==> config.mk <==
export PLATFORM = sky130hd
export DESIGN_NAME = pid_sc_cfg
export DESIGN_NICKNAME = d
export VERILOG_FILES = /design/src/hw/rtl/pid_sc_pkg.sv /design/src/hw/rtl/pid_sc_cfg.sv
export SDC_FILE = /design/constraint.sdc
export NUM_CORES = 1
export LEC_CHECK = 0
export BUFFER_PORTS_ARGS = -buffer_cell sky130_fd_sc_hd__buf_2
export CAP_MARGIN = 10
export CORE_AREA = 2 2 93 95
export CTS_BUF_LIST = sky130_fd_sc_hd__clkbuf_4 sky130_fd_sc_hd__clkbuf_8 sky130_fd_sc_hd__clkbuf_16
export DETAILED_ROUTE_END_ITERATION = 16
export DIE_AREA = 0 0 95 97
export GPL_ROUTABILITY_DRIVEN = 0
export PLACE_DENSITY = 0.61
export SYNTH_ARGS = -nofsm -noshare
export SYNTH_HDL_FRONTEND = slang
export SYNTH_SLANG_ARGS = --single-unit
==> constraint.sdc <==
create_clock -name clk_i -period 0.8 [get_ports clk_i]
set_input_delay 0.12 -clock clk_i [delete_from_list [all_inputs] [get_ports clk_i]]
set_output_delay 0.12 -clock clk_i [all_outputs]
set_load 0.05 [all_outputs]
==> src/hw/rtl/pid_sc_pkg.sv <==
package pid_sc_pkg;

  localparam int unsigned ErrW        = 17;
  localparam int unsigned SumW        = 32;
  localparam int unsigned DriveW      = 16;
  localparam int unsigned GainW       = 16;
  localparam int unsigned LimitW      = 15;
  localparam int unsigned CfgIdxW     = 3;
  localparam int unsigned CfgDataW    = 16;
  localparam int unsigned GainFracBits = 8;
  // wide enough for gain_i * error_sum plus the two smaller products
  localparam int unsigned AccW        = 50;

  localparam logic [LimitW-1:0] LimitReset = 15'd16384;

  typedef enum logic [CfgIdxW-1:0] {
    RegPidMode     = 3'd0,
    RegGainP       = 3'd1,
    RegGainI       = 3'd2,
    RegGainD       = 3'd3,
    RegDeadBand    = 3'd4,
    RegOutputLimit = 3'd5
  } reg_idx_e;

  typedef enum logic {
    ModePositional  = 1'b0,
    ModeIncremental = 1'b1
  } pid_mode_e;

  typedef struct packed {
    pid_mode_e                 pid_mode;
    logic signed [GainW-1:0]   gain_p;
    logic signed [GainW-1:0]   gain_i;
    logic signed [GainW-1:0]   gain_d;
    logic [15:0]               dead_band;
    logic [LimitW-1:0]         output_limit;
  } cfg_t;

  typedef struct packed {
    logic                      updated;
    logic signed [DriveW-1:0]  drive;
    logic signed [SumW-1:0]    sum_d;
  } law_res_t;

endpackage

==> src/hw/rtl/pid_sc_cfg.sv <==
module pid_sc_cfg (
  input  logic                               clk_i,
  input  logic                               rst_ni,
  input  logic                               cfg_we_i,
  input  logic [pid_sc_pkg::CfgIdxW-1:0]     cfg_idx_i,
  input  logic [pid_sc_pkg::CfgDataW-1:0]    cfg_wdata_i,
  output pid_sc_pkg::cfg_t                   cfg_o
);
  import pid_sc_pkg::*;

  cfg_t cfg_q, cfg_d;

  always_comb begin
    cfg_d = cfg_q;
    if (cfg_we_i) begin
      unique case (reg_idx_e'(cfg_idx_i))
        RegPidMode:     cfg_d.pid_mode     = pid_mode_e'(cfg_wdata_i[0]);
        RegGainP:       cfg_d.gain_p       = cfg_wdata_i;
        RegGainI:       cfg_d.gain_i       = cfg_wdata_i;
        RegGainD:       cfg_d.gain_d       = cfg_wdata_i;
        RegDeadBand:    cfg_d.dead_band    = cfg_wdata_i;
        RegOutputLimit: cfg_d.output_limit = cfg_wdata_i[LimitW-1:0];
        default:        cfg_d = cfg_q;
      endcase
    end
  end

  always_ff @(posedge clk_i or negedge rst_ni) begin
    if (!rst_ni) begin
      cfg_q.pid_mode     <= ModePositional;
      cfg_q.gain_p       <= '0;
      cfg_q.gain_i       <= '0;
      cfg_q.gain_d       <= '0;
      cfg_q.dead_band    <= '0;
      cfg_q.output_limit <= LimitReset;
    end else begin
      cfg_q <= cfg_d;
    end
  end

  assign cfg_o = cfg_q;

endmodule

After elaboration in Yosys (flattened, before gate mapping):

Index checks and enable logic that the tools add are counted.

* reductions and logical operators: 7
* eq/ne operators: 5

Operators by type and width (count)
* 2-bit AND reduction: 6
* 3-bit by 2-bit equality test with 1-bit output (second input constant): 2
* 3-bit equality test (second input constant): 2
* 3-bit by 1-bit equality test with 1-bit output (second input constant): 1
* 3-bit logical NOT: 1

* register bits: 80
* bits of input ports: 22

Longest topological paths before layout:

* depth after elaboration: 2
* gate-level depth with buffers: 4
* gate-level depth less buffers: 2

Worst setup path before layout:

OpenSTA, ideal clock, no wires.

* path type: input to register
* start point: input cfg_idx_i[2] in the netlist's numbering
* end point: register cfg_q (netlist bit cfg_o[63])
* path buffers: 2
* setup time: 0.125 ns
* arrival time: 0.958 ns
* cell stages on the path: 4
* required time: 0.675 ns
* path slack: -0.283 ns
* path through: and4bb_2 > buf_6 > buf_8 > mux2_4

* longest elaborated chain between the ends: 2

RTL lines
* from (decl): line pid_sc_cfg.sv:5 `input logic [pid_sc_pkg::CfgIdxW-1:0] cfg_idx_i,`
* 3-bit by 1-bit equality test with 1-bit output: line pid_sc_cfg.sv:16 `unique case (reg_idx_e'(cfg_idx_i))`
* 2-bit AND reduction (no line)
* to (signal assigned): line pid_sc_cfg.sv:37 `cfg_q <= cfg_d;`
* to (decl): line pid_sc_cfg.sv:11 `cfg_t cfg_q, cfg_d;`

No other way between the ends.
A chain may end at the register's enable or synchronous reset.

Final worst setup path:

* start point: register cfg_q (netlist bit cfg_o[14])
* end point: output cfg_o[14] in the netlist's numbering

RTL lines
* to (decl): line pid_sc_cfg.sv:7 `output pid_sc_pkg::cfg_t cfg_o`

No word-level cell between the ends.

==> qor.yml <==
setup_path:
  critPathArrivalTime_ps: 1040
  criticalPathCategory: "reg2out"
  critPathRequiredTime_ps: 680
  r2r-end: "cfg_o[26]$_DFFE_PN0P_"
  path_max_fanout: 2
  crit_path_max_incr_delay_ps: 560
  end_kind: "primary output"
  setup.worst_path.start: "cfg_o[14]$_DFFE_PN1P_"
  r2r_slack_ps: -120
  start_kind: "flip-flop"
  cp_num_buf_inv: 1
  cp_slowest_cell: "dfstp_2"
  r2r_start: "cfg_o[26]$_DFFE_PN0P_"
  ff2ff_path_depth: 2
  cpLargestDelayFamily: "flip-flops"
  worstPathCellList: "buf_8"
clock_tree:
  cts_max_level: 3
  cts_buffers: 9
  cts_root_buf: "clkbuf_8"
  clk_pin_slew_worst_paths_ps: 80
  cts_tree: "built"
  cts.path.max_buffers: 2
  insertion_delay_ps: 330
  clock-sinks: 80
power_and_ir_drop:
  power.density_nw_per_um2: 3130
  ir_drop_v: 0.00168
  p_leak_nw: 2.66
sta:
  rsz0062_at_grt: "yes"
  fin_crit_sh_pct: 145
  fin_tns_setup_ps: -23200
  setup_ws_ps: -358
  holdWs_ps: 57.4
  hold_violations: 0
  fin_worst_skew_ps: 0
  worstMarginPinSlew_ps: 295
  relSlewSlack_pct: 80.0
  drv_slew: 0
  fmax_ghz: 0.863
  timing.final.crit_period_ps: 1160
  setup_viol: 150
grt:
  antenna_found_initial: 0
  grt_use_total_pct: 19.2
  grt_max_degree: 54
  grt_pass1_wl_um: 13300
  grt_remaining_overflow: 0
  grt_pass1_vias: 2280
worst_hold_path:
  worstHoldPathType: "in2reg"
  holdPathStages: 2
  hp-start: "cfg_wdata_i[15]"
  hold_end: "cfg_o[62]$_DFFE_PN0P_"
routing:
  num_vias: 2122
  drt-initial-drc-count: 41
  first_pass_iters: 4
  wl_um: 8830
  post_drt_wl_per_cell_um: 19.8
  drc: 0
  postRouteAntennaNets: 0
  viasPerCell: 4.76
die:
  die_y_um: 97
  rows: 33
  dieWidth_um: 95
  design.core.area_um2: 8130
  dieArea_um2: 9220
  io_pins: 102
  start_util_pct: 38.8
cells_and_area:
  fin_util_pct: 67.7
  final_cells: 446
  synthToLayoutAreaGrowth_pct: 74.5
  nets: 358
  largest_reg_flops: 80
  antennaDiodeCount: 0
  stdcell_area_um2: 5510
  drive_gt1_share_pct: 90.6
logic_synthesis:
  syn_avg_cell_area_um2: 18.1
  synth_fp_nets: 196
  ys_seq_area_share_pct: 63.5
  syn-cell-area_um2: 3160
  synth-seq-cells: 80
  ys_types: 12
  syn_inst: 174
  ys_warn_count: 0
place:
  dp_cells: 387
  placed_cell_area_um2: 4090
  hpwl_um: 4740
  io_buffers: 101
run_status:
  failed_checks: "negative setup slack"
  run_status: "finished with violations"
run:
  drv_cap: 0
worst max path at each step:
stage	cells after the start	to	slack, ps
5_1_grt	1	cfg_o[14]	-400
2_1_floorplan	4	cfg_o[63]$_DFFE_PN0P_	-280
4_1_cts	1	cfg_o[14]	-390
6_report	1	cfg_o[14]	-360
3_3_place_gp	4	cfg_o[19]$_DFFE_PN0P_	-420
3_5_place_dp	4	cfg_o[53]$_DFFE_PN0P_	-440
cells in the mapped netlist (all sizes together):
cell	number	area (µm²)
mux2	80	980
dfrtp	79	1980
buf	8	96.3
and4bb	3	37.5
nand4b	2	30.0
dfstp	1	26.3
nor4b	1	8.76
cell usage in the layout, fill, tap and decap left out:
cell / netlist / routed
buf_6: 5 / 112
mux2_4: 21 / 78
dfrtp_2: 0 / 49
dfrtp_1: 79 / 30
buf_2: 1 / 17
clkbuf_8: 0 / 11
buf_12: 1 / 11
buf_4: 0 / 10
buf_8: 1 / 7
and4bb_4: 0 / 3
nand4b_4: 0 / 2
mux2_2: 59 / 2
bufinv_16: 0 / 2
clkinv_2: 0 / 2
nor4b_1: 1 / 1
dfstp_2: 1 / 1
clkinv_4: 0 / 1
clkbuf_16: 0 / 1
dlygate4sd3_1: 0 / 1
per-layer routing:
metal,up-vias,part of all wire [%],global-route usage (%)
met5,-,0,0
met4,0,0.63,4.68
met3,7,6.7,6.23
met2,88,47,28.6
met1,1085,45,27.1
li1,942,-,-
cells by family (layout without fill, tap and decap cells):
family	Yosys count	after routing	share of synthesized area (%)
buffers and inverters	8	175	3.05
flip-flops	80	80	63.5
multiplexers	80	80	31.0
AND/OR/NAND/NOR	6	6	2.42
final cells by class:
class,instances,area (µm²)
clock inverters,5,78.8
well taps,105,131
fillers,546,2630
repair buffers,159,1780
flip-flops and latches,80,2060
clock buffers,11,151
multi-input cells,86,1300
report_power, final:
group	switching (W)	leakage, nW	internal, W
Clock	0.00146	0.119	0.00192
Combinational	0.00432	1.63	0.00370
Sequential	0.000784	0.905	0.00505
Total	0.00656	2.66	0.0107
timing repair:
item	CTS	global route
hold endpoints to repair	79	0
setup endpoints to repair	128	152
gates cloned	3	1
setup buffers	29	24
resized for setup	226	39
pin swaps	4	4
hold buffers	1	0
metrics by stage:
| stage | power, W | setup slack, ps |
|---|---|---|
| final | 0.0172 | -358 |
| after global routing | 0.0179 | -402 |
| after global placement | 0.0113 | -418 |
| after CTS | 0.0168 | -385 |
| after floorplan | 0.00992 | -283 |
| after detailed placement | 0.0113 | -440 |
(Power assumes the default switching activity.)
